==> config.mk <==
export PLATFORM = sky130hd
export DESIGN_NAME = tpsd_fifo
export DESIGN_NICKNAME = d
export VERILOG_FILES = /design/src/tpsd_pkg.sv /design/src/tpsd_fifo.sv
export SDC_FILE = /design/constraint.sdc
export NUM_CORES = 1
export LEC_CHECK = 0
export ABC_AREA = 1
export BUFFER_PORTS_ARGS = -buffer_cell sky130_fd_sc_hd__buf_2
export CAP_MARGIN = 20
export CORE_MARGIN = 2
export CORE_UTILIZATION = 45
export DETAILED_ROUTE_END_ITERATION = 10
export PLACE_DENSITY_LB_ADDON = 0.1
export SETUP_SLACK_MARGIN = 0.2
export SYNTH_ARGS = -nofsm -noshare
export SYNTH_HDL_FRONTEND = slang
export SYNTH_SLANG_ARGS = --single-unit
==> constraint.sdc <==
create_clock -name clk -period 7.02 [get_ports clk]
set_input_delay 0.351 -clock clk [delete_from_list [all_inputs] [get_ports clk]]
set_output_delay 0.351 -clock clk [all_outputs]
set_load 0.01 [all_outputs]
==> src/tpsd_pkg.sv <==
`timescale 1ns / 1ps
package tpsd_pkg;

	localparam int MaxWidthDef = 1024;
	localparam int MaxHeightDef = 1024;
	localparam int PaletteDepthDef = 256;

	localparam logic [31:0] AlphaOpaque = 32'hFF000000;
	localparam logic [31:0] Rgb24Mask = 32'h00FFFFFF;
	localparam logic [15:0] Chan5Lo = 16'h001F;
	localparam logic [15:0] Chan5Mid = 16'h03E0;
	localparam logic [15:0] Chan5Hi = 16'h7C00;
	localparam logic [7:0] RunFlag = 8'h80;
	localparam logic [7:0] CountMask = 8'h7F;
	localparam int DivSteps = 32;

	typedef enum logic [2:0] {
		REG_WIDTH = 3'd0,
		REG_HEIGHT = 3'd1,
		REG_PIXEL_BITS = 3'd2,
		REG_IMAGE_TYPE = 3'd3,
		REG_TOP_ORIGIN = 3'd4,
		REG_CMAP_LENGTH = 3'd5,
		REG_CMAP_BITS = 3'd6,
		REG_CMAP_OFFSET = 3'd7
	} tpsd_reg_t;

	typedef enum logic [1:0] {
		PH_PALETTE,
		PH_HEADER,
		PH_PIXEL,
		PH_DONE
	} tpsd_phase_t;

	typedef enum logic [2:0] {
		BK_IDLE,
		BK_DIV,
		BK_INDEX,
		BK_READ,
		BK_FIN
	} tpsd_bstate_t;

	typedef struct packed {
		logic [10:0] image_width;
		logic [10:0] image_height;
		logic [5:0] pixel_bits;
		logic [3:0] image_type;
		logic top_origin;
		logic [8:0] cmap_length;
		logic [5:0] cmap_bits;
		logic [7:0] cmap_offset;
	} tpsd_cfg_t;

	typedef struct packed {
		logic [19:0] addr;
		logic [31:0] value;
		logic [7:0] len;
		logic done;
		logic cmap;
	} tpsd_job_t;

	function automatic logic [2:0] bytes_for(input logic [5:0] bits);
		logic [2:0] n;
		begin
			if (bits == 6'd0) n = 3'd1;
			else if (bits > 6'd32) n = 3'd4;
			else n = 3'(((bits - 6'd1) >> 3) + 6'd1);
			return n;
		end
	endfunction

	function automatic logic [31:0] to_argb(input logic [31:0] v, input logic [5:0] bits);
		logic [31:0] c;
		begin
			unique case (bits)
				6'd16: c = (v[15] ? AlphaOpaque : 32'd0)
					| ({16'd0, v[15:0] & Chan5Lo} << 3)
					| ({16'd0, v[15:0] & Chan5Mid} << 6)
					| ({16'd0, v[15:0] & Chan5Hi} << 9);
				6'd24: c = AlphaOpaque | (v & Rgb24Mask);
				6'd32: c = v;
				default: c = AlphaOpaque;
			endcase
			return c;
		end
	endfunction

endpackage

==> src/tpsd_fifo.sv <==
`timescale 1ns / 1ps
module tpsd_fifo (
	input logic clk,
	input logic arst_n,
	input logic wr,
	input tpsd_pkg::tpsd_job_t wdata,
	input logic rd,
	output tpsd_pkg::tpsd_job_t rdata,
	output logic full,
	output logic empty
);
	import tpsd_pkg::*;

	tpsd_job_t slot_q [4];
	logic [1:0] wp_q, rp_q;
	logic [2:0] cnt_q;

	assign full = cnt_q == 3'd4;
	assign empty = cnt_q == 3'd0;
	assign rdata = slot_q[rp_q];

	always_ff @(posedge clk) begin
		if (wr && !full) slot_q[wp_q] <= wdata;
	end

	always_ff @(posedge clk or negedge arst_n) begin
		if (!arst_n) begin
			wp_q <= '0;
			rp_q <= '0;
			cnt_q <= '0;
		end else begin
			if (wr && !full) wp_q <= wp_q + 2'd1;
			if (rd && !empty) rp_q <= rp_q + 2'd1;
			cnt_q <= cnt_q + 3'(wr && !full) - 3'(rd && !empty);
		end
	end
endmodule

* After elaboration in Yosys (flattened, before gate mapping) *
Memories as Yosys holds them, arrays and structs flattened.
Index checks and enable logic that the tools add are counted.

operators by class
  multiplexer cells = 2
  reductions and logical operators = 5
  equal/unequal tests = 1
  add/sub/neg operators = 4

operators with widths
  cell                                                            count
  2-bit by 1-bit adder with 2-bit output (second input constant)  2
  3-bit by 1-bit adder with 3-bit output                          1
  3-bit equality test (second input constant)                     1
  3-bit logical NOT                                               1
  3-bit by 1-bit subtractor with 3-bit output                     1
  1-bit logical AND                                               2
  1-bit logical NOT                                               2
  1-bit 2-to-1 mux                                                2

word-level totals
  register bits after elaboration = 7
  memory bits (writable) = 248
  output and inout port bits = 64
  logic and storage cells = 16
  memories = 1
  input bits = 66

memories
  name    depth  bits a word  read ports  clocked after memory_dff  write ports  line             source
  slot_q  4      62           1           0                         1            tpsd_fifo.sv:14  tpsd_job_t slot_q [4];

* Depth between registers and ports, before layout *
  depth in word-level cells = 5
  mapped depth = 10
  depth with buffers taken out = 10

* Least setup slack after synthesis *
No wires, ideal clock.

  path type = reg-to-reg
  start point = register cnt_q[1]
  end point = memory slot_q[0][0] (netlist bit), enable pin
  required time = 6.538 ns
  clock period less this slack = 3.735 ns
  arrival time = 3.252 ns
  slack = 3.285 ns
  stages on the path, launching flop included = 5
  cell sequence = dfrtp_1 > nor2_1 > nand2_1 > nand2_1 > nor2_1

on the way
  longest elaborated chain between the ends = 5

RTL lines
  element                                 line             source
  start, declared                         tpsd_fifo.sv:16  logic [2:0] cnt_q;
  start signal, assigned                  tpsd_fifo.sv:34  cnt_q <= cnt_q + 3'(wr && !full) - 3'(rd && !empty);
  3-bit equality test                     tpsd_fifo.sv:18  assign full = cnt_q == 3'd4;
  1-bit logical NOT                       tpsd_fifo.sv:23  if (wr && !full) slot_q[wp_q] <= wdata;
  1-bit logical AND                       tpsd_fifo.sv:23
  1-bit 2-to-1 mux                        tpsd_fifo.sv:23
  1-bit 2-to-1 mux (not written as such)  tpsd_fifo.sv:23
  end, declared                           tpsd_fifo.sv:14

Every way passes these cells.

==> flow_summary.ini <==
[critical_path]
criticalPathCategory = flop to primary output
worstPathArrival_ns = 3.04
worstPathRequired_ns = 6.67
critPathBufInv = 2
cp_max_fo = 110
max_stage_delay_ns = 0.90
worstSetupStartpointType = flop
cpMostUsedCell = nand2_1
ff2ff_setup_slack_ns = 4.45
crit_family = buffers and inverters
worstPathCellList = buf_4, o21ai_0, nand2_1, nand2_1, buf_2
setup.worst_path.end_class = primary output
crit_slowest_cell = dfrtp_4

[detailed_routing]
wl_per_cell_um = 15.3
drc = 0
via_per_inst = 4.81
postRouteAntennaNets = 0
drt-initial-drc-count = 314
first_pass_iters = 4
vias = 6136
wl_um = 19500

[logic_synthesis]
synth_area_leaders = edfxtp_1 (73%), nand2_1 (7.5%), o21ai_0 (5.0%), nor2_1 (4.8%), inv_1 (2.8%)
synth_xor_area_frac = 0
netlist_instances = 843
synthAdderAreaFrac = 0.00933
seq_area_frac_synth = 0.748
syn-mean-instance-area_um2 = 12.1
synth-simple-area-share = 0.126
synth_nets = 916
ys_warn_count = 0
synth_largest_area_cell = edfxtp_1
synth_compound_area_frac = 0.0609
yosysUniqueCellTypes = 17
synthesis.area_um2 = 10200
synth_top_family_by_area = simple AND/OR/NAND/NOR gates
yosysTopAreaCellShare = 0.731
muxShareOfSynthArea = 0
ys_ff_latch = 255

[grt]
grt_max_degree = 111
grt_util_all_layers = 0.162
grt_pass1_wl_um = 30600
overflow = 0
antenna_found_initial = 2
grt_pass1_vias = 5848

[cells_and_area]
layout-drive-gt1-share = 0.182
design_area_um2 = 11900
syn2layout_area_growth_pct = 16.4
nets = 1043
regArea_um2 = 7630
nFillCells = 1971
multi_input_area_um2 = 2030

[power]
power_density_nw_per_um2 = 423
peakVddDrop_v = 0.000239
p_clk_frac = 0.261
leakage_nw = 4.79
power.internal_mw = 3.29
switchingPower_mw = 1.73
pwr-share-seq = 0.425
combinationalPowerShare = 0.315
sw_frac_of_total = 0.345

[sta]
hold_violations = 0
worst_pin_slew_ns = 1.07
fmax_mhz = 295
tns_ns = 0
rsz0062_at_grt = false
period_needed_ns = 3.40
setup_viol = 0
maxSlewHeadroom = 0.287
drv_slew = 0
fin_crit_sh = 0.484
skew_ns = 0.0107

[outcome]
status = complete, no violations

[clock_network]
post_cts_buffers = 0
cts_sinks = 255
clockBufferDepth = 3
htree_levels = 1
cts_tree = built
cts_buffers = 27
cts_resized = 0
root_buffer = clkbuf_16
clk_pin_slew_worst_paths_ns = 0.06
clk_latency_ns = 0.52
hold_buffers = 1

[place]
place_area_um2 = 11000
post-dp-hpwl_um = 10600
gp_congestion = 0.683
portBuffers = 129

[floorplanning]
die_h_um = 154
die_w_um = 154
ios = 130
core_um2 = 22400
initial_core_util = 0.454
die-area_um2 = 23900
rows = 55

[hold_path]
hold_path.class = input pin to flop

[flow_run]
cap_viol_max_count = 0
==> cells in the mapped netlist (all sizes together) <==
library cell	count
edfxtp	248
nand2	205
nor2	129
o21ai	124
inv	78
buf	27
clkbuf	13
dfrtp	7
ha	6
nand3	4
fa	1
nand3b	1
==> through the flow <==
stage | util | hold slack [ns] | instances | power, mW | setup slack, ns
floorplan | - | 0.0554 | 843 | 3.26 | 3.29
global placement | 0.490 | 0.196 | 1224 | 3.76 | 4.19
detailed placement | 0.490 | 0.203 | 1224 | 3.78 | 4.17
CTS | 0.528 | 0.0246 | 1274 | 5.11 | 3.60
global route | 0.529 | 0.0289 | 1275 | 5.38 | 3.36
finish | 0.529 | 0.0475 | 1276 | 5.02 | 3.62
==> registers in the layout, summed over array words and instances, names as in the netlist <==
register and count:
rp_q 2, cnt_q 3, wp_q 2, slot_q 248
==> kinds of logic (layout without fill, tap and decap cells) <==
logic type | count (synthesis) | after routing
other cells | 0 | 1
fa+ha+maj | 7 | 7
compound gates | 124 | 124
flops | 255 | 255
simple gates | 339 | 339
buf+inv | 118 | 265
==> layout by cell type (no fill, tap or decap), drive strengths merged <==
cell	Yosys	final
nand3	4	4
bufinv	0	1
clkinv	0	10
nor2	129	129
nand2	205	205
edfxtp	248	248
clkinvlp	0	1
o21ai	124	124
nand3b	1	1
dlygate4sd3	0	1
clkbuf	13	37
buf	27	137
inv	78	78
dfrtp	7	7
fa	1	1
ha	6	6
diode	0	1
==> power by group through the flow <==
stage | Sequential, mW | Combinational [mW] | Clock [mW]
floorplan | 2.11 | 1.15 | 0
global placement | 2.16 | 1.60 | 0
detailed placement | 2.17 | 1.62 | 0
CTS | 2.14 | 1.62 | 1.35
global route | 2.16 | 1.81 | 1.41
finish | 2.13 | 1.58 | 1.31
==> metal layers <==
metal  track usage  wire (um)  share of wire
met1         0.211       8690           0.45
met2         0.276       9280           0.48
met3        0.0389       1070          0.055
met4        0.0406        429          0.022
met5             0          0              0
==> layout make-up <==
class | instances | share of cell area
inverters | 78 | 0.0249
clock buffers | 37 | 0.0627
flip-flops and latches | 255 | 0.643
well taps | 285 | 0.0301
multi-input cells | 470 | 0.171
diodes | 1 | 0.000211
repair buffers | 138 | 0.0614
clock inverters | 12 | 0.00675
==> worst paths after layout <==
kind | from | end | depth (start not counted)
min in group asynchronous | arst_n | rp_q[0] | 2
min reg2reg | cnt_q[0] | cnt_q[0] | 1
max in group asynchronous | arst_n | rp_q[0] | 2
max reg2reg | cnt_q[1] | slot_q[1][21] | 5
max | rp_q[0] | rdata[52] | 5
min | wdata[25] | slot_q[0][25] | 1
Power figures use the tool's default switching activity.
