==> config.mk <==
export PLATFORM = sky130hd
export DESIGN_NAME = tpsd_front
export DESIGN_NICKNAME = d
export VERILOG_FILES = /design/src/tpsd_pkg.sv /design/src/tpsd_front.sv
export SDC_FILE = /design/constraint.sdc
export NUM_CORES = 1
export LEC_CHECK = 0
export ABC_AREA = 1
export BUFFER_PORTS_ARGS = -buffer_cell sky130_fd_sc_hd__buf_2
export CORE_ASPECT_RATIO = 0.75
export CORE_MARGIN = 2
export CORE_UTILIZATION = 27
export CTS_BUF_LIST = sky130_fd_sc_hd__clkbuf_4 sky130_fd_sc_hd__clkbuf_8
export CTS_CLUSTER_DIAMETER = 120
export DETAILED_ROUTE_END_ITERATION = 12
export HOLD_SLACK_MARGIN = 0.03
export SYNTH_ARGS = -nofsm -noshare
export SYNTH_HDL_FRONTEND = slang
export SYNTH_SLANG_ARGS = --single-unit
==> constraint.sdc <==
create_clock -name clk -period 8.9 [get_ports clk]
set_input_delay 0.445 -clock clk [delete_from_list [all_inputs] [get_ports clk]]
set_output_delay 0.445 -clock clk [all_outputs]
set_load 0.1 [all_outputs]
==> src/tpsd_pkg.sv <==
`timescale 1ns / 1ps
package tpsd_pkg;

	localparam int MaxWidthDef = 1024;
	localparam int MaxHeightDef = 1024;
	localparam int PaletteDepthDef = 256;

	localparam logic [31:0] AlphaOpaque = 32'hFF000000;
	localparam logic [31:0] Rgb24Mask = 32'h00FFFFFF;
	localparam logic [15:0] Chan5Lo = 16'h001F;
	localparam logic [15:0] Chan5Mid = 16'h03E0;
	localparam logic [15:0] Chan5Hi = 16'h7C00;
	localparam logic [7:0] RunFlag = 8'h80;
	localparam logic [7:0] CountMask = 8'h7F;
	localparam int DivSteps = 32;

	typedef enum logic [2:0] {
		REG_WIDTH = 3'd0,
		REG_HEIGHT = 3'd1,
		REG_PIXEL_BITS = 3'd2,
		REG_IMAGE_TYPE = 3'd3,
		REG_TOP_ORIGIN = 3'd4,
		REG_CMAP_LENGTH = 3'd5,
		REG_CMAP_BITS = 3'd6,
		REG_CMAP_OFFSET = 3'd7
	} tpsd_reg_t;

	typedef enum logic [1:0] {
		PH_PALETTE,
		PH_HEADER,
		PH_PIXEL,
		PH_DONE
	} tpsd_phase_t;

	typedef enum logic [2:0] {
		BK_IDLE,
		BK_DIV,
		BK_INDEX,
		BK_READ,
		BK_FIN
	} tpsd_bstate_t;

	typedef struct packed {
		logic [10:0] image_width;
		logic [10:0] image_height;
		logic [5:0] pixel_bits;
		logic [3:0] image_type;
		logic top_origin;
		logic [8:0] cmap_length;
		logic [5:0] cmap_bits;
		logic [7:0] cmap_offset;
	} tpsd_cfg_t;

	typedef struct packed {
		logic [19:0] addr;
		logic [31:0] value;
		logic [7:0] len;
		logic done;
		logic cmap;
	} tpsd_job_t;

	function automatic logic [2:0] bytes_for(input logic [5:0] bits);
		logic [2:0] n;
		begin
			if (bits == 6'd0) n = 3'd1;
			else if (bits > 6'd32) n = 3'd4;
			else n = 3'(((bits - 6'd1) >> 3) + 6'd1);
			return n;
		end
	endfunction

	function automatic logic [31:0] to_argb(input logic [31:0] v, input logic [5:0] bits);
		logic [31:0] c;
		begin
			unique case (bits)
				6'd16: c = (v[15] ? AlphaOpaque : 32'd0)
					| ({16'd0, v[15:0] & Chan5Lo} << 3)
					| ({16'd0, v[15:0] & Chan5Mid} << 6)
					| ({16'd0, v[15:0] & Chan5Hi} << 9);
				6'd24: c = AlphaOpaque | (v & Rgb24Mask);
				6'd32: c = v;
				default: c = AlphaOpaque;
			endcase
			return c;
		end
	endfunction

endpackage

==> src/tpsd_front.sv <==
`timescale 1ns / 1ps
module tpsd_front #(
	parameter int MAX_WIDTH = tpsd_pkg::MaxWidthDef,
	parameter int MAX_HEIGHT = tpsd_pkg::MaxHeightDef,
	parameter int PALETTE_DEPTH = tpsd_pkg::PaletteDepthDef
) (
	input logic clk,
	input logic arst_n,
	input tpsd_pkg::tpsd_cfg_t cfg,
	input logic push,
	input logic [7:0] data_byte,
	input logic start_of_image,
	output logic full,
	input logic drain_busy,
	input logic job_full,
	output logic job_wr,
	output tpsd_pkg::tpsd_job_t job,
	output logic pal_we,
	output logic [$clog2(PALETTE_DEPTH)-1:0] pal_waddr,
	output logic [31:0] pal_wdata
);
	import tpsd_pkg::*;

	localparam int Aw = $clog2(PALETTE_DEPTH);
	localparam logic [10:0] WMax = (MAX_WIDTH > 2047) ? 11'd2047 : 11'(MAX_WIDTH);
	localparam logic [10:0] HMax = (MAX_HEIGHT > 2047) ? 11'd2047 : 11'(MAX_HEIGHT);

	tpsd_phase_t phase_q, phase_d;
	logic [1:0] bidx_q, bidx_d;
	logic [31:0] asm_q, asm_d;
	logic [7:0] prem_q, prem_d;
	logic run_q, run_d;
	logic [10:0] col_q, col_d, rows_q, rows_d;
	logic [8:0] fill_q, fill_d;
	logic accept;

	assign full = job_full | (drain_busy & (phase_q == PH_PALETTE | start_of_image));
	assign accept = push & ~full;

	always_comb begin
		tpsd_phase_t ph;
		logic [1:0] bi;
		logic [31:0] ca;
		logic [7:0] pr;
		logic rn;
		logic [10:0] col, rows, w, h, c0, r, row, n, ln;
		logic [8:0] fill;
		logic [2:0] nb;
		logic complete, go;
		logic [21:0] prod;
		logic [7:0] len;
		logic [31:0] color;

		ph = phase_q; bi = bidx_q; ca = asm_q; pr = prem_q; rn = run_q;
		col = col_q; rows = rows_q; fill = fill_q;
		pal_we = 1'b0; pal_waddr = '0; pal_wdata = '0;
		job_wr = 1'b0; job = '0;
		complete = 1'b0; go = 1'b1; nb = 3'd1;
		w = '0; h = '0; c0 = '0; r = '0; row = '0; n = '0; ln = '0; prod = '0;
		len = 8'd1; color = '0;

		if (accept) begin
			if (start_of_image) begin
				ph = PH_PALETTE; bi = '0; ca = '0; pr = '0; rn = 1'b0;
				col = '0; rows = '0; fill = '0;
			end
			if (ph == PH_DONE) go = 1'b0;
			if (go && ph == PH_PALETTE) begin
				if (fill < cfg.cmap_length) begin
					nb = bytes_for(cfg.cmap_bits);
					ca = ca | ({24'd0, data_byte} << {bi, 3'b000});
					if ({1'b0, bi} + 3'd1 >= nb) begin
						bi = '0;
						if (32'(fill) < PALETTE_DEPTH) begin
							pal_we = 1'b1;
							pal_waddr = Aw'(fill);
							pal_wdata = to_argb(ca, cfg.cmap_bits);
						end
						ca = '0;
						fill = fill + 9'd1;
					end else bi = bi + 2'd1;
					go = 1'b0;
				end else begin
					ph = cfg.image_type[3] ? PH_HEADER : PH_PIXEL;
					bi = '0; ca = '0;
				end
			end
			if (go && ph == PH_HEADER) begin
				rn = (data_byte & RunFlag) != 8'd0;
				pr = (data_byte & CountMask) + 8'd1;
				ph = PH_PIXEL; bi = '0; ca = '0;
				go = 1'b0;
			end
			if (go) begin
				nb = bytes_for(cfg.pixel_bits);
				ca = ca | ({24'd0, data_byte} << {bi, 3'b000});
				if ({1'b0, bi} + 3'd1 >= nb) begin
					bi = '0;
					complete = 1'b1;
				end else bi = bi + 2'd1;
			end
			if (complete) begin
				color = (cfg.image_type[2:0] == 3'd1) ? ca : to_argb(ca, cfg.pixel_bits);
				ca = '0;
				if (cfg.image_type[3]) begin
					if (rn) begin
						len = (pr == 8'd0) ? 8'd1 : pr;
						pr = '0;
					end else if (pr != 8'd0) pr = pr - 8'd1;
					if (pr == 8'd0) ph = PH_HEADER;
				end
				// geometry of this beat
				w = (cfg.image_width == 11'd0) ? 11'd1
					: (cfg.image_width > WMax ? WMax : cfg.image_width);
				h = (cfg.image_height == 11'd0) ? 11'd1
					: (cfg.image_height > HMax ? HMax : cfg.image_height);
				c0 = (col >= w) ? w - 11'd1 : col;
				r = (rows >= h) ? h - 11'd1 : rows;
				row = cfg.top_origin ? r : h - 11'd1 - r;
				n = w - c0;
				ln = {3'd0, len};
				if (ln < n) n = ln;
				if (n == 11'd0) n = 11'd1;
				prod = row * w;
				job.addr = prod[19:0] + {9'd0, c0};
				job.value = color;
				job.len = n[7:0];
				job.cmap = cfg.image_type[2:0] == 3'd1;
				col = c0 + n;
				if (col >= w) begin
					col = '0;
					rows = rows + 11'd1;
					if (rows >= h) begin
						ph = PH_DONE;
						job.done = 1'b1;
					end
				end
				job_wr = 1'b1;
			end
		end
		phase_d = ph; bidx_d = bi; asm_d = ca; prem_d = pr; run_d = rn;
		col_d = col; rows_d = rows; fill_d = fill;
	end

	always_ff @(posedge clk or negedge arst_n) begin
		if (!arst_n) begin
			phase_q <= PH_PALETTE;
			bidx_q <= '0;
			asm_q <= '0;
			prem_q <= '0;
			run_q <= 1'b0;
			col_q <= '0;
			rows_q <= '0;
			fill_q <= '0;
		end else begin
			phase_q <= phase_d;
			bidx_q <= bidx_d;
			asm_q <= asm_d;
			prem_q <= prem_d;
			run_q <= run_d;
			col_q <= col_d;
			rows_q <= rows_d;
			fill_q <= fill_d;
		end
	end

	assert property (@(posedge clk) disable iff (!arst_n) job_wr |-> !pal_we)
		else $error("palette write and pixel job in one beat");
	assert property (@(posedge clk) disable iff (!arst_n) pal_we |-> !drain_busy)
		else $error("palette written while lookups pending");
	assert property (@(posedge clk) disable iff (!arst_n) job_wr |-> job.len != 8'd0)
		else $error("zero run length");
endmodule

==> Word-level counts from Yosys, hierarchy flattened <==
Index checks and enable logic that the tools add are counted.
{ "totals": {"register_bits": 76, "latchBits": 0, "ramBits": 0, "mem_bits_ro": 0, "output_inout_bits": 105, "mem_count": 0} }
{ "classes": {"n_addsub": 18, "multipliers": 1, "n_div": 0, "n_lt_le_gt_ge": 13, "eq_ne": 9, "shifts": 2, "mux": 120, "bitwise_logic": 13, "n_reduce_logical": 12} }
{ "op_table": {"columns": ["op", "n"], "rows": [
  ["32-bit two-way mux", 18],
  ["11-bit two-way mux", 21],
  ["32-bit case mux with 3 select lines", 2],
  ["8-bit two-way mux", 20],
  ["62-bit two-way mux", 2],
  ["32-bit by 16-bit OR with 32-bit output", 2],
  ["32-bit by 24-bit OR with 32-bit output", 2],
  ["32-bit OR", 2],
  ["32-bit by 8-bit OR with 32-bit output", 2],
  ["8-bit by 5-bit << shifter with 32-bit output", 2],
  ["9-bit two-way mux", 5],
  ["11-bit greater-or-equal comparator", 4],
  ["2-bit two-way mux", 21],
  ["11-bit zero test", 3],
  ["3-bit two-way mux", 9],
  ["6-bit by 5-bit equality test with 1-bit output (second input constant)", 4],
  ["11-bit > comparator (second input constant)", 2],
  ["1-bit two-way mux", 22],
  ["11-bit by 1-bit subtractor with 11-bit output (second input constant)", 2],
  ["11-bit subtractor", 2],
  ["20-bit by 11-bit adder with 20-bit output", 1],
  ["11-bit by 11-bit multiplier with 20-bit output", 1],
  ["8-bit zero test", 2],
  ["6-bit equality test (second input constant)", 2],
  ["other kinds (24)", 35]
]} }

==> Logic depth before layout (Yosys ltp) <==
{ "depth": {"depth_word": 39, "mapped_depth": 66, "mapped_depth_nobuf": 62} }

==> Least setup slack after synthesis <==
Ideal clock, no wire load.
{ "synth_timing": {"kind": "input -> output", "startpoint": "in start_of_image", "endpoint": "out job[55] in the netlist's numbering", "t_arrival_ns": 10.339, "required_time_ns": 8.455, "slack_ns": -1.884, "stages": 48, "path_buffers": 6, "cell_sequence": "buf_4 -> buf_2 -> clkbuf_1 -> clkbuf_1 -> buf_1 -> nor2_1 -> ha_1 -> nand2_1 -> nor4b_1 -> nand2_1 -> nand3_1 -> inv_1 -> clkbuf_1 -> o21ai_0 -> o21ai_0 -> ha_1 -> a21oi_1 -> nand2_1 -> (+12 left out) -> fa_1 -> inv_1 -> fa_1 -> inv_1 -> fa_1 -> inv_1 -> fa_1 -> fa_1 -> ha_1 -> nand2_1 -> nand2_1 -> a21oi_1 -> nor2_1 -> o21ai_0 -> nand2_1 -> nand2_1 -> inv_1 -> nor3_1"} }
{ "synth_rtl": {"columns": ["element", "line_no", "source"], "rows": [
  ["start, declared", "tpsd_front.sv:12", "input logic start_of_image,"],
  ["end, declared", "tpsd_front.sv:17", "output tpsd_pkg::tpsd_job_t job,"]
]} }

==> metrics.cfg <==
[worst_setup_path]
critical_path_class = in2out
cp_common_cell = nand2_1
critPathMaxStageDelay_ns = 0.58
critPathBufInv = 13
endpoint_kind = output pin
cp.required_ns = 8.46
cp.arrival_ns = 8.42
critPathTopFamily = adder cells
worstSetupStartpointType = input pin
cp_max_fo = 6
crit_slowest_cell = fa_2

[routing]
num_vias = 15900
drc = 0
ant_nets = 0
wire_per_inst_um = 15.9
wirelength_um = 52200
drtIter0Drc = 1412
drt-pass1-iter-count = 5
vias_per_cell = 4.85

[floorplan]
die_w_um = 271
die-area_sq_um = 55500
io-pin-count = 175
core.rowCount = 73
coreArea_sq_um = 53000
die_h_um = 205
start_util_pct = 27.3

[sta]
whs_ns = 0.453
grt_setup_unrepaired = yes
setup_tns_ns = 0
drv_slew = 0
post-route-min-period_ns = 8.87
finalSetupViolations = 0
fin_crit_sh_pct = 99.6
fin_worst_skew_ns = 0.0117
setup_ws_ns = 0.0342
worstMarginPinSlew_ns = 1.03
slew_headroom_pct = 31.2
hold_violations = 0
fmax_mhz = 113

[place]
place_ws_ns = -0.219
gp_congestion = 0.912
portBuffers = 166
dpl.hpwl_um = 41800
dpl_cell_area_sq_um = 18200

[global_route]
grt.met1_usage_pct = 28.1
grt_pass1_wl_um = 81000
gr-max-usage-layer = met1
grt_pass1_vias = 14700
grt_overflow = 0
grt_max_degree = 60
grt_use_met3_pct = 3.13
antenna_found_initial = 1
gr-usage-all-layers_pct = 18.3
grt_util_met2_pct = 26.5

[synth]
ys_warn_count = 0
synth_ff_type = dfrtp_1
synth.distinct_cells = 64
ys_async_sr_fraction_pct = 100
synth_cells = 2217
netlist_area_sq_um = 14500
synth-edff-count = 0
ys_ff_latch = 76
syn_area_per_cell_sq_um = 6.53
yosysSeqAreaShare_pct = 13.1

[power]
leakage_nw = 9.84
pwr_density_cell_nw_per_um2 = 431
power_mw = 8.34
ir_drop_mv = 0.521

[final_layout]
stdcell_area_sq_um = 19400
insertedDiodeCount = 0
mostFrequentLayoutCell = nand2_1
fin_nets = 2881
drive_gt1_share_pct = 24.2
layout_common_cells = nand2_1, inv_1, nor2_1
synthToLayoutAreaGrowth_pct = 33.8

[clock_network]
htreeDepth = 3
clk_pin_slew_ns = 0.10
clockBufferDepth = 2
cts_tree = built
cts_num_sinks = 76
clock_latency_ns = 0.39
cts_root_buf = clkbuf_8
cts_buffers = 9

[worst_hold_path]
hold_path.class = in2async

[run_status]
outcome = complete, no violations

[run]
cap_violations = 0

-- cell type report --
class / count / area, sq um
clock buffer: 10 / 138
clock inverter: 6 / 71.3
fill: 5665 / 33600
inverter: 432 / 1650
multi-input combinational: 1644 / 11400
sequential: 76 / 1900
tap: 712 / 891
timing repair buffer: 401 / 3320
-- cells in the mapped netlist (all sizes together) (11+ instances only) --
library cell  number  area [sq um]
clkbuf            46           173
inv              425          1600
a21oi            124           624
ha               154          1930
nand4             25           193
nand3             86           440
o32ai             14           123
dfrtp             76          1900
nor3              37           195
o211ai            13           121
xor2              45           394
xnor2             12           105
o21ai            144           732
buf               21           123
nor2             271          1070
a31oi             11          68.8
o22ai             81           507
nand2            476          1840
fa                93          1860
-- registers in the layout (all words and copies together), names as in the netlist --
signal,cells
rows_q,11
phase_q,2
prem_q,8
run_q,1
asm_q,32
col_q,11
bidx_q,2
fill_q,9
-- cells by family after synthesis --
group / after synthesis / synth area share, %
simple gates: 912 / 26.7
buf+inv: 499 / 13.3
compound gates: 425 / 17.3
fa+ha+maj: 247 / 26.2
flops: 76 / 13.1
xor+xnor: 57 / 3.45
other cells: 1 / 0.0259
-- metal layers --
| layer | vias up | wire length [um] |
|---|---|---|
| met5 | - | 0 |
| met4 | 0 | 917 |
| met3 | 67 | 4050 |
| met2 | 549 | 21600 |
| met1 | 7444 | 25600 |
| li1 | 7847 | - |
-- path summary, 6_finish.rpt --
path                            cells after the start                 start  slack (ns)                     to
worst max register to register                     50  col_q[2]$_DFFE_PN0P_        1.00  rows_q[6]$_DFFE_PN0P_
max in group asynchronous                           3                arst_n        7.35  rows_q[3]$_DFFE_PN0P_
worst min register to register                      2     run_q$_DFFE_PN0P_        0.49      run_q$_DFFE_PN0P_
min in group clk                                    2     run_q$_DFFE_PN0P_        0.49      run_q$_DFFE_PN0P_
worst min-delay path                                2                arst_n        0.45  asm_q[24]$_DFFE_PN0P_
worst max-delay path                               57               cfg[36]        0.03                job[59]
-- power by group --
group	switching, mW	total (mW)	internal, mW
logic	4.29	7.52	3.23
clock network	0.156	0.295	0.139
registers	0.0565	0.522	0.465
-- metrics by stage --
stage,instances,util (%)
2_1_floorplan,2218,-
3_3_place_gp,3230,34.3
3_5_place_dp,3230,34.3
4_1_cts,3261,35.0
5_1_grt,3281,36.5
6_report,3281,36.5
-- what timing repair did --
action	4_1_cts	5_1_grt
pin swaps	17	99
gates resized for setup	27	163
endpoints found under the setup margin	6	33
setup buffers	14	20
endpoints found under the hold margin	17	0
cloned	0	1
hold buffers	1	0
(Power assumes the default switching activity.)
