**config.mk**
```make
export PLATFORM = sky130hd
export DESIGN_NAME = tpsd_back
export DESIGN_NICKNAME = d
export VERILOG_FILES = /design/src/tpsd_pkg.sv /design/src/tpsd_back.sv
export SDC_FILE = /design/constraint.sdc
export NUM_CORES = 1
export LEC_CHECK = 0
export BUFFER_PORTS_ARGS = -buffer_cell sky130_fd_sc_hd__buf_2
export CAP_MARGIN = 20
export CELL_PAD_IN_SITES_DETAIL_PLACEMENT = 1
export CELL_PAD_IN_SITES_GLOBAL_PLACEMENT = 2
export CORE_ASPECT_RATIO = 1.25
export CORE_UTILIZATION = 37
export CTS_CLUSTER_SIZE = 30
export DETAILED_ROUTE_END_ITERATION = 8
export PLACE_DENSITY_LB_ADDON = 0.08
export SYNTH_ARGS = -nofsm -noshare
export SYNTH_HDL_FRONTEND = slang
export SYNTH_SLANG_ARGS = --single-unit
```
**constraint.sdc**
```tcl
create_clock -name clk -period 7.34 [get_ports clk]
set_input_delay 1.468 -clock clk [delete_from_list [all_inputs] [get_ports clk]]
set_output_delay 1.468 -clock clk [all_outputs]
set_load 0.05 [all_outputs]
```
**src/tpsd_pkg.sv**
```systemverilog
`timescale 1ns / 1ps
package tpsd_pkg;

	localparam int MaxWidthDef = 1024;
	localparam int MaxHeightDef = 1024;
	localparam int PaletteDepthDef = 256;

	localparam logic [31:0] AlphaOpaque = 32'hFF000000;
	localparam logic [31:0] Rgb24Mask = 32'h00FFFFFF;
	localparam logic [15:0] Chan5Lo = 16'h001F;
	localparam logic [15:0] Chan5Mid = 16'h03E0;
	localparam logic [15:0] Chan5Hi = 16'h7C00;
	localparam logic [7:0] RunFlag = 8'h80;
	localparam logic [7:0] CountMask = 8'h7F;
	localparam int DivSteps = 32;

	typedef enum logic [2:0] {
		REG_WIDTH = 3'd0,
		REG_HEIGHT = 3'd1,
		REG_PIXEL_BITS = 3'd2,
		REG_IMAGE_TYPE = 3'd3,
		REG_TOP_ORIGIN = 3'd4,
		REG_CMAP_LENGTH = 3'd5,
		REG_CMAP_BITS = 3'd6,
		REG_CMAP_OFFSET = 3'd7
	} tpsd_reg_t;

	typedef enum logic [1:0] {
		PH_PALETTE,
		PH_HEADER,
		PH_PIXEL,
		PH_DONE
	} tpsd_phase_t;

	typedef enum logic [2:0] {
		BK_IDLE,
		BK_DIV,
		BK_INDEX,
		BK_READ,
		BK_FIN
	} tpsd_bstate_t;

	typedef struct packed {
		logic [10:0] image_width;
		logic [10:0] image_height;
		logic [5:0] pixel_bits;
		logic [3:0] image_type;
		logic top_origin;
		logic [8:0] cmap_length;
		logic [5:0] cmap_bits;
		logic [7:0] cmap_offset;
	} tpsd_cfg_t;

	typedef struct packed {
		logic [19:0] addr;
		logic [31:0] value;
		logic [7:0] len;
		logic done;
		logic cmap;
	} tpsd_job_t;

	function automatic logic [2:0] bytes_for(input logic [5:0] bits);
		logic [2:0] n;
		begin
			if (bits == 6'd0) n = 3'd1;
			else if (bits > 6'd32) n = 3'd4;
			else n = 3'(((bits - 6'd1) >> 3) + 6'd1);
			return n;
		end
	endfunction

	function automatic logic [31:0] to_argb(input logic [31:0] v, input logic [5:0] bits);
		logic [31:0] c;
		begin
			unique case (bits)
				6'd16: c = (v[15] ? AlphaOpaque : 32'd0)
					| ({16'd0, v[15:0] & Chan5Lo} << 3)
					| ({16'd0, v[15:0] & Chan5Mid} << 6)
					| ({16'd0, v[15:0] & Chan5Hi} << 9);
				6'd24: c = AlphaOpaque | (v & Rgb24Mask);
				6'd32: c = v;
				default: c = AlphaOpaque;
			endcase
			return c;
		end
	endfunction

endpackage

```
**src/tpsd_back.sv**
```systemverilog
`timescale 1ns / 1ps
module tpsd_back #(
	parameter int PALETTE_DEPTH = tpsd_pkg::PaletteDepthDef
) (
	input logic clk,
	input logic arst_n,
	input tpsd_pkg::tpsd_cfg_t cfg,
	input logic job_empty,
	input tpsd_pkg::tpsd_job_t job,
	output logic job_rd,
	output logic pal_re,
	output logic [$clog2(PALETTE_DEPTH)-1:0] pal_raddr,
	input logic [31:0] pal_rdata,
	input logic pop,
	output logic empty,
	output logic busy,
	output logic [19:0] pixel_address,
	output logic [31:0] pixel_color,
	output logic [7:0] run_length,
	output logic index_error,
	output logic image_done
);
	import tpsd_pkg::*;

	localparam int Aw = $clog2(PALETTE_DEPTH);

	tpsd_bstate_t state_q, state_d;
	tpsd_job_t cur_q;
	logic [31:0] div_q;
	logic [8:0] rem_q;
	logic [4:0] cnt_q;
	logic [31:0] color_q;
	logic err_q;
	logic out_v_q;
	logic [9:0] shifted, idx;
	logic bad_idx, load_out;

	assign shifted = {rem_q, div_q[31]};
	assign idx = {1'b0, rem_q} + {2'd0, cfg.cmap_offset};
	assign bad_idx = idx >= {1'b0, cfg.cmap_length} || 32'(idx) >= PALETTE_DEPTH;
	assign load_out = state_q == BK_FIN && (!out_v_q || pop);
	assign job_rd = state_q == BK_IDLE && !job_empty;
	assign pal_re = state_q == BK_INDEX && !bad_idx;
	assign pal_raddr = Aw'(idx);
	assign empty = !out_v_q;
	assign busy = out_v_q || !job_empty || state_q != BK_IDLE;

	always_comb begin
		state_d = state_q;
		unique case (state_q)
			BK_IDLE: if (!job_empty)
				state_d = (job.cmap && cfg.cmap_length != 9'd0) ? BK_DIV : BK_FIN;
			BK_DIV: if (cnt_q == 5'(DivSteps - 1)) state_d = BK_INDEX;
			BK_INDEX: state_d = bad_idx ? BK_FIN : BK_READ;
			BK_READ: state_d = BK_FIN;
			BK_FIN: if (!out_v_q || pop) state_d = BK_IDLE;
			default: state_d = BK_IDLE;
		endcase
	end

	always_ff @(posedge clk) begin
		if (job_rd) begin
			cur_q <= job;
			div_q <= job.value;
			rem_q <= '0;
			cnt_q <= '0;
			color_q <= job.cmap ? 32'd0 : job.value;
			err_q <= job.cmap;
		end
		if (state_q == BK_DIV) begin
			// restoring division, one quotient bit per beat
			rem_q <= (shifted >= {1'b0, cfg.cmap_length})
				? 9'(shifted - {1'b0, cfg.cmap_length}) : shifted[8:0];
			div_q <= {div_q[30:0], 1'b0};
			cnt_q <= cnt_q + 5'd1;
		end
		if (state_q == BK_INDEX) err_q <= bad_idx;
		if (state_q == BK_READ) color_q <= pal_rdata;
		if (load_out) begin
			pixel_address <= cur_q.addr;
			pixel_color <= color_q;
			run_length <= cur_q.len;
			index_error <= err_q;
			image_done <= cur_q.done;
		end
	end

	always_ff @(posedge clk or negedge arst_n) begin
		if (!arst_n) begin
			state_q <= BK_IDLE;
			out_v_q <= 1'b0;
		end else begin
			state_q <= state_d;
			if (load_out) out_v_q <= 1'b1;
			else if (pop) out_v_q <= 1'b0;
		end
	end

	assert property (@(posedge clk) disable iff (!arst_n)
		state_q == BK_DIV |-> cfg.cmap_length != 9'd0)
		else $error("division by empty map");
	assert property (@(posedge clk) disable iff (!arst_n)
		state_q == BK_DIV && cnt_q != 5'(DivSteps - 1) |=> state_q == BK_DIV)
		else $error("division cut short");
	assert property (@(posedge clk) disable iff (!arst_n)
		state_q == BK_FIN && err_q |-> color_q == 32'd0)
		else $error("index error with nonzero color");
endmodule
```
# Word level (Yosys, flattened, before mapping)

Cells that the tools add are included.

Register bits after elaboration: 174
Bits of input ports: 154

$add $sub $neg: 3
Reduce and logical (&&, ||, !) cells: 19
Mux-type cells: 20
Equality and inequality tests: 8
Magnitude comparators: 3

Operators with widths:

| cell                  | count |
|---|---|
| $mux W32              | 5 |
| $mux W9               | 3 |
| $ge A10 B9 Y1         | 2 |
| $mux W3               | 5 |
| $pmux W3 S5           | 1 |
| $add A9 B8 Y10        | 1 |
| $ge A10 B9 Y1 const B | 1 |
| $mux W5               | 2 |
| $reduce_bool A9 Y1    | 1 |
| $sub A9 B9 Y9         | 1 |
| $reduce_bool A2 Y1    | 4 |
| $eq A3 B2 Y1 const B  | 2 |
| $add A5 B1 Y5 const B | 1 |
| $eq A5 B5 Y1 const B  | 1 |
| $logic_and A1 B1 Y1   | 4 |
| $logic_or A1 B1 Y1    | 4 |
| $mux W1               | 4 |
| $ne A2 B2 Y1 const B  | 2 |
| $eq A3 B1 Y1 const B  | 1 |
| $eq A3 B3 Y1 const B  | 1 |
| $logic_not A1 Y1      | 3 |
| $logic_not A3 Y1      | 1 |
| $reduce_and A3 Y1     | 1 |
| $reduce_bool A3 Y1    | 1 |
| $ne A2 B1 Y1 const B  | 1 |

# Depth between registers and ports, before layout

Gate-level depths: netlist of run 1.

Word-level depth: 5
Mapped depth: 13

# Worst setup path after synthesis of run 1

OpenSTA, ideal clock, no wires.

Kind: in2out
Start: input port cfg[1] in the netlist's numbering
End: output port pal_re
Buffers on the path: 0
Stages: 12
Data arrival time: 4827 ps
Slack: 1045 ps
Cell sequence: ha_1 a211oi_2 nor2_1 o31a_1 o21ai_1 nand2b_1 xor2_1 ha_1 a21o_1 a221oi_2 o21ai_1 nor4b_4

Longest elaborated chain between the ends: 5
Elaborated cells between the ends (all ways): 6

Ends and longest elaborated chain:

| what                  | line            | source |
|---|---|---|
| start: declaration    | tpsd_back.sv:7  | `input tpsd_pkg::tpsd_cfg_t cfg,` |
| $add A9 B8 Y10 *      | tpsd_back.sv:39 | `assign idx = {1'b0, rem_q} + {2'd0, cfg.cmap_offset};` |
| via pal_raddr[7]      | tpsd_back.sv:12 | `output logic [$clog2(PALETTE_DEPTH)-1:0] pal_raddr,` |
| $ge A10 B9 Y1         | tpsd_back.sv:40 | `assign bad_idx = idx >= {1'b0, cfg.cmap_length} \|\| 32'(idx) >= PALETTE_DEPTH;` |
| $logic_or A1 B1 Y1 *  | tpsd_back.sv:40 |  |
| $logic_not A1 Y1 *    | tpsd_back.sv:43 | `assign pal_re = state_q == BK_INDEX && !bad_idx;` |
| $logic_and A1 B1 Y1 * | tpsd_back.sv:43 |  |
| end: declaration      | tpsd_back.sv:11 | `output logic pal_re,` |

Mark *: on every way through the listed nets, which the timed path passes. The rest lies on a longest branch.

# Worst setup path in the final report of run 1

Start: input port cfg[0] in the netlist's numbering
End: output port pal_re

Longest elaborated chain between the ends: 5
Elaborated cells between the ends (all ways): 6

Ends and longest elaborated chain:

| what                  | line |
|---|---|
| $add A9 B8 Y10 *      | tpsd_back.sv:39 |
| $ge A10 B9 Y1         | tpsd_back.sv:40 |
| $logic_or A1 B1 Y1 *  | tpsd_back.sv:40 |
| $logic_not A1 Y1 *    | tpsd_back.sv:43 |
| $logic_and A1 B1 Y1 * | tpsd_back.sv:43 |

Every way passes the cells marked *; elsewhere a longest branch is shown, timed or not.

==> flow_metrics.py, run 1 <==
metrics = {
    "global_route": {
        "grt_max_degree": 63,
        "grt_overflow_total": 0,
        "antenna_found_initial": 1,
        "grt_pass1_wl_um": 27500,
        "grt_pass1_vias": 5057,
        "gr-usage-all-layers_pct": 17.8,
    },
    "yosys": {
        "synth_fp_nets": 695,
        "synth_edf_count": 169,
        "ys_warn_count": 0,
        "synth.avg_cell_area_um2": 14.5,
        "netlist_instances": 511,
        "syn_area_mm2": 0.00739,
        "yosysUniqueCellTypes": 53,
        "synth_top_area_share_pct": 68.7,
        "synth_seq_area_share_pct": 70.3,
        "synth.area.top_cells": "edfxtp_1, ha_1, nand2_1, a22o_1, nand3b_1",
        "ys_ff_latch": 174,
        "ys_async_sr_fraction_pct": 2.30,
        "yosys.area.top_type": "edfxtp_1",
        "synthFlopType": "edfxtp_1",
    },
    "layout": {
        "n_fill_cell": 2077,
        "seqCellArea_mm2": 0.00519,
        "area_growth_syn_to_layout_pct": 24.9,
        "multi_input_area_mm2": 0.00206,
        "layout-drive-gt1-share_pct": 33.1,
        "nNetsFinal": 889,
    },
    "setup_path": {
        "cp_slowest_cell": "fa_1",
        "cp.required_ns": 5.87,
        "critPathLaunch": "cfg[0]",
        "worst_setup_path_start_kind": "input port",
        "worstPathArrival_ns": 4.49,
        "path_cells": "buf_2 > ha_1 > fa_1 > a21o_1 > nand4_1 > nand2_2 > o311a_4 > ha_1 > a221oi_2 > o21ai_1 > nor4b_4 > buf_2",
        "critical_path_class": "input port to output port",
        "cp-end-kind": "output port",
        "worstPathMaxFanout": 4,
        "r2r-start": "rem_q[0]",
        "critPathMaxStageDelay_ns": 0.43,
        "worstRegToRegCells": 11,
    },
    "detailed_routing": {
        "firstDrtPassIters": 6,
        "routed_wirelength_um": 17400,
        "viasPerCell": 4.95,
        "drc": 0,
        "vias": 4872,
        "ant_nets": 0,
        "drtIter0Drc": 228,
        "routedWlPerCell_um": 17.7,
    },
    "die": {
        "coreArea_mm2": 0.0195,
        "rows": 57,
        "dieArea_mm2": 0.0205,
        "initial_core_util_pct": 37.9,
        "die_width_um": 128,
        "die_y_um": 160,
        "boundaryPins": 228,
    },
    "pwr": {
        "power.total_mw": 3.74,
        "power_density_mw_per_mm2": 406,
        "ir_drop_uv": 225,
        "p_leak_nw": 3.79,
    },
    "timing": {
        "setup_violations": 0,
        "finalMaxSlewViolations": 0,
        "finalCritPeriodShare_pct": 81.2,
        "skew_ns": 0.00706,
        "slew-limit-headroom_pct": 45.0,
        "finalHoldViolCount": 0,
        "fmax_ghz": 0.168,
        "period_minus_slack_ns": 5.96,
        "worst_slew_pin_slew_ns": 0.822,
        "setup-tns-final_ns": 0,
        "grt_setup_unrepaired": "false",
    },
    "hold_path": {
        "hp-class": "flop to flop",
        "hp-start": "cur_q[1]",
        "worstHoldPathCells": 0,
    },
    "cts": {
        "cts_tree": "done",
        "ctsResizeCount": 0,
        "numCtsBuffers": 17,
        "clock_latency_ns": 0.43,
        "cts_max_path_buffers": 2,
        "clock_sinks": 174,
        "path_clk_slew_ns": 0.07,
        "htreeDepth": 4,
        "cts_setup_buffers": 0,
        "cts-root-buf": "clkbuf_16",
        "cts_hold_buf": 0,
    },
    "job": {
        "cap_violations": 0,
    },
    "status": {
        "status": "complete, no violations",
    },
    "placement": {
        "dp_hpwl_um": 12400,
        "numPortBuffers": 188,
        "gp_congestion": 0.768,
    },
}
==> where the power goes <==
| group | leakage [nW] | internal [mW] | total, mW | switching (mW) |
|---|---|---|---|---|
| clock | 0.275 | 0.454 | 0.876 | 0.422 |
| combinational | 1.84 | 0.429 | 1.32 | 0.892 |
| sequential | 1.68 | 1.45 | 1.55 | 0.0963 |
| total | 3.79 | 2.33 | 3.74 | 1.41 |
==> per-stage QoR <==
stage	std cells	cell area, µm²	worst slack, ns	hold slack (ns)	util [%]
floorplan	511	7390	1.05	0.400	-
global placement	950	8630	1.44	0.400	44.3
detailed placement	950	8630	1.38	0.406	44.3
CTS	982	9200	1.36	0.419	47.3
global route	984	9230	1.19	0.426	47.4
finish	984	9230	1.38	0.419	47.4
==> layer usage <==
metal  GRT usage (%)  part of all wire, %
met3            4.29                  4.3
met4            6.74                  2.2
met5               0                    0
met1            21.7                   43
met2            30.1                   51
==> area by class of cell <==
cell class,instances,share of cell area (%)
Clock buffer,18,4.65
Sequential cell,174,56.3
Timing Repair Buffer,194,10.8
Inverter,16,0.651
Tap cell,265,3.59
Multi-Input combinational cell,302,22.4
Antenna cell,1,0.0271
Clock inverter,14,1.57
==> placed cells by master (no fill, tap or decap), types with 10 or more instances in the layout <==
master / instances
nand3b_1: 32
ha_1: 28
inv_1: 14
buf_2: 188
edfxtp_1: 169
nand3_1: 10
nand2_1: 73
clkbuf_16: 17
a22o_1: 31
nor2_1: 27
==> registers in the layout, indices dropped and copies added (netlist names) <==
name and flops:
rem_q 9, index_error 1, pixel_address 20, color_q 32
pixel_color 32, cnt_q 5, err_q 1, out_v_q 1
cur_q 29, image_done 1, state_q 3, div_q 32
run_length 8
==> final timing paths <==
path / end / slack, ns
worst max-delay path: pal_re / 1.38
worst min-delay path: image_done / 0.42
worst max register to register: err_q / 3.86
worst min register to register: image_done / 0.42
max in group asynchronous: out_v_q / 6.37
min in group asynchronous: state_q[0] / 0.84
==> synthesized netlist by cell type, drive strengths merged (4+ instances only) <==
library cell,number
a21oi,10
nand3,10
clkbuf,18
nor2,27
o21ai,11
edfxtp,169
mux2i,4
nand2b,4
nand2,76
nor3,4
nand3b,32
a21o,7
xnor2,4
dfrtp,4
a22o,31
xor2,5
inv,16
a211oi,10
and3,4
ha,28
==> logic make-up after synthesis <==
group,count (synthesis),share of synthesized area (%)
simple gates,174,12.0
xor+xnor,9,1.07
compound gates,85,8.96
flops,174,70.3
fa+ha+maj,30,5.28
mux,4,0.542
buf+inv,35,1.83
==> worst max-delay path: cells and delay by family <==
kind,cells,cell delay [ns]
adders and majority gates,3,0.98
AOI/OAI and AO/OA,4,0.99
and+or+nand+nor,3,0.61
buffers and inverters,2,0.43
(Power assumes the default switching activity.)
==> run 2, diff against run 1 <==
--- a/config.mk
+++ b/config.mk
@@ -10,7 +10,7 @@
 export CELL_PAD_IN_SITES_DETAIL_PLACEMENT = 1
 export CELL_PAD_IN_SITES_GLOBAL_PLACEMENT = 2
 export CORE_ASPECT_RATIO = 1.25
-export CORE_UTILIZATION = 37
+export CORE_UTILIZATION = 34
 export CTS_CLUSTER_SIZE = 30
 export DETAILED_ROUTE_END_ITERATION = 8
 export PLACE_DENSITY_LB_ADDON = 0.08
==> constraint.sdc (replaced) <==
create_clock -name clk -period 5.91 [get_ports clk]
set_input_delay 1.182 -clock clk [delete_from_list [all_inputs] [get_ports clk]]
set_output_delay 1.182 -clock clk [all_outputs]
set_load 0.05 [all_outputs]
==> run 2 against run 1 <==
Against the previous run:
- sequential cell count did not move
- final cell count rose by 0.81%
- cell area rose by 0.20%
- largest power group unchanged
- utilization fell by 3.4 points
- die area rose by 8.7%
- largest cell class unchanged
==> flow_metrics.py, run 2 (synthesis gave the netlist of run 1 again) <==
metrics = {
    "status": {
        "status": "complete, no violations",
    },
    "layout": {
        "layout.core_utilization_pct": 43.9,
        "area_growth_syn_to_layout_pct": 25.1,
        "n_fill_cell": 2236,
        "seqCellArea_mm2": 0.00519,
        "multi_input_area_mm2": 0.00206,
        "design_area_mm2": 0.00924,
        "final_common_cell": "buf_2",
        "largestRegisters": "color_q x32, div_q x32, pixel_color x32",
        "final_cell_mix": "buf_2, edfxtp_1, nand2_1, nand3b_1, a22o_1",
        "nNetsFinal": 889,
        "layout-drive-gt1-share_pct": 33.1,
    },
    "hold_path": {
        "hp-class": "flop to flop",
        "worstHoldPathCells": 0,
        "hp-start": "cur_q[46]",
        "hold_end": "pixel_address[4]",
    },
    "detailed_routing": {
        "ant_nets": 0,
        "vias": 4881,
        "drtIter0Drc": 249,
        "firstDrtPassIters": 4,
        "routedWlPerCell_um": 18.0,
        "viasPerCell": 4.92,
        "routed_wirelength_um": 17900,
        "drc": 0,
    },
    "global_route": {
        "antenna_found_initial": 1,
        "grt_max_degree": 62,
        "grt_pass1_vias": 5189,
        "grt_overflow_total": 0,
        "grt_pass1_wl_um": 28000,
        "gr-usage-all-layers_pct": 16.7,
    },
    "cts": {
        "cts-root-buf": "clkbuf_16",
        "cts_hold_buf": 0,
        "path_clk_slew_ns": 0.06,
        "cts_tree": "done",
        "cts_max_path_buffers": 2,
        "clock_latency_ns": 0.42,
        "ctsResizeCount": 0,
        "clock_sinks": 174,
        "cts_setup_buffers": 0,
        "htreeDepth": 4,
        "numCtsBuffers": 17,
    },
    "die": {
        "dieArea_mm2": 0.0223,
        "boundaryPins": 228,
        "coreArea_mm2": 0.0210,
        "die_y_um": 167,
        "die_width_um": 134,
        "rows": 59,
        "initial_core_util_pct": 35.1,
    },
    "setup_path": {
        "r2r-start": "rem_q[0]",
        "cp_top_family": "adder cells",
        "worstRegToRegCells": 11,
        "worst_setup_path_start_kind": "input port",
        "worstPathMaxFanout": 4,
        "path_cells": "buf_2 > ha_1 > fa_1 > a21o_1 > nand4_1 > nand2_2 > o311a_4 > ha_1 > a221oi_2 > o21ai_1 > nor4b_4 > buf_2",
        "cp.required_ns": 4.73,
        "cp_slowest_cell": "fa_1",
        "cp-end-kind": "output port",
        "worst-path-buf-inv": 2,
        "worstPathArrival_ns": 4.15,
        "worst_r2r_endpoint": "err_q",
        "critical_path_class": "input port to output port",
        "rrSetupSlack_ns": 2.54,
        "critPathMaxStageDelay_ns": 0.42,
    },
    "pwr": {
        "seqPwrFrac_pct": 41.2,
        "power.share.switching_pct": 36.7,
        "power_frac_comb_pct": 35.0,
        "switchingPower_mw": 1.72,
        "power_density_mw_per_mm2": 507,
        "p_leak_nw": 3.80,
        "ir_drop_uv": 412,
        "clockPowerShare_pct": 23.8,
        "intPower_mw": 2.97,
    },
    "timing": {
        "period_minus_slack_ns": 5.33,
        "worst_slew_pin_slew_ns": 0.866,
        "finalHoldViolCount": 0,
        "fmax_ghz": 0.188,
        "setup-tns-final_ns": 0,
        "skew_ns": 0.00773,
        "slew-limit-headroom_pct": 42.1,
        "finalMaxSlewViolations": 0,
        "grt_setup_unrepaired": "false",
        "finalCritPeriodShare_pct": 90.1,
        "setup_violations": 0,
    },
    "placement": {
        "dpl_cell_area_mm2": 0.00866,
        "gp_congestion": 0.740,
        "dp_hpwl_um": 12900,
        "numPortBuffers": 188,
    },
    "job": {
        "cap_violations": 0,
    },
}
==> run 2: changes by cell type in the layout (fill, tap and decap cells not counted), sizes merged <==
cell and change:
bufinv +2, clkinv -2, inv -1
==> run 2: layout make-up <==
type	count	area share [%]
Inverter	16	0.650
Timing Repair Buffer	194	10.8
Sequential cell	174	56.2
Antenna cell	1	0.0271
Clock buffer	18	4.64
Tap cell	274	3.71
Clock inverter	13	1.65
Multi-Input combinational cell	302	22.3
==> run 2: per-stage QoR <==
step / hold slack (ns) / total power [mW] / cells / setup slack [ns]
after CTS: 0.417 / 4.77 / 991 / 0.525
after floorplan: 0.400 / 3.15 / 511 / 0.187
after detailed placement: 0.406 / 3.63 / 960 / 0.538
final: 0.414 / 4.69 / 992 / 0.583
after global placement: 0.400 / 3.55 / 959 / 0.573
after global routing: 0.419 / 4.97 / 991 / 0.399
==> run 2: worst max path at each step <==
stage	startpoint	endpoint	slack [ns]	depth (start not counted)
6_report	cfg[0]	pal_re	0.58	12
5_1_grt	cfg[0]	pal_re	0.40	12
4_1_cts	cfg[0]	pal_re	0.52	12
3_5_place_dp	cfg[0]	pal_re	0.54	12
3_3_place_gp	cfg[0]	pal_re	0.57	12
2_1_floorplan	cfg[1]	pal_re	0.19	12
==> run 2: power groups by stage <==
| stage | registers [mW] | logic [mW] | clock network, mW |
|---|---|---|---|
| after detailed placement | 1.96 | 1.67 | 0 |
| after CTS | 1.94 | 1.68 | 1.15 |
| after global placement | 1.95 | 1.60 | 0 |
| final | 1.93 | 1.64 | 1.12 |
| after floorplan | 2.05 | 1.10 | 0 |
| after global routing | 1.96 | 1.80 | 1.20 |
==> run 2: per-layer routing <==
| metal | vias to the layer above | wire, µm | global-route usage (%) |
|---|---|---|---|
| li1 | 2332 | - | - |
| met1 | 2402 | 7710 | 20.4 |
| met2 | 131 | 9070 | 29.0 |
| met3 | 16 | 901 | 3.87 |
| met4 | 0 | 204 | 5.04 |
| met5 | - | 0 | 0 |
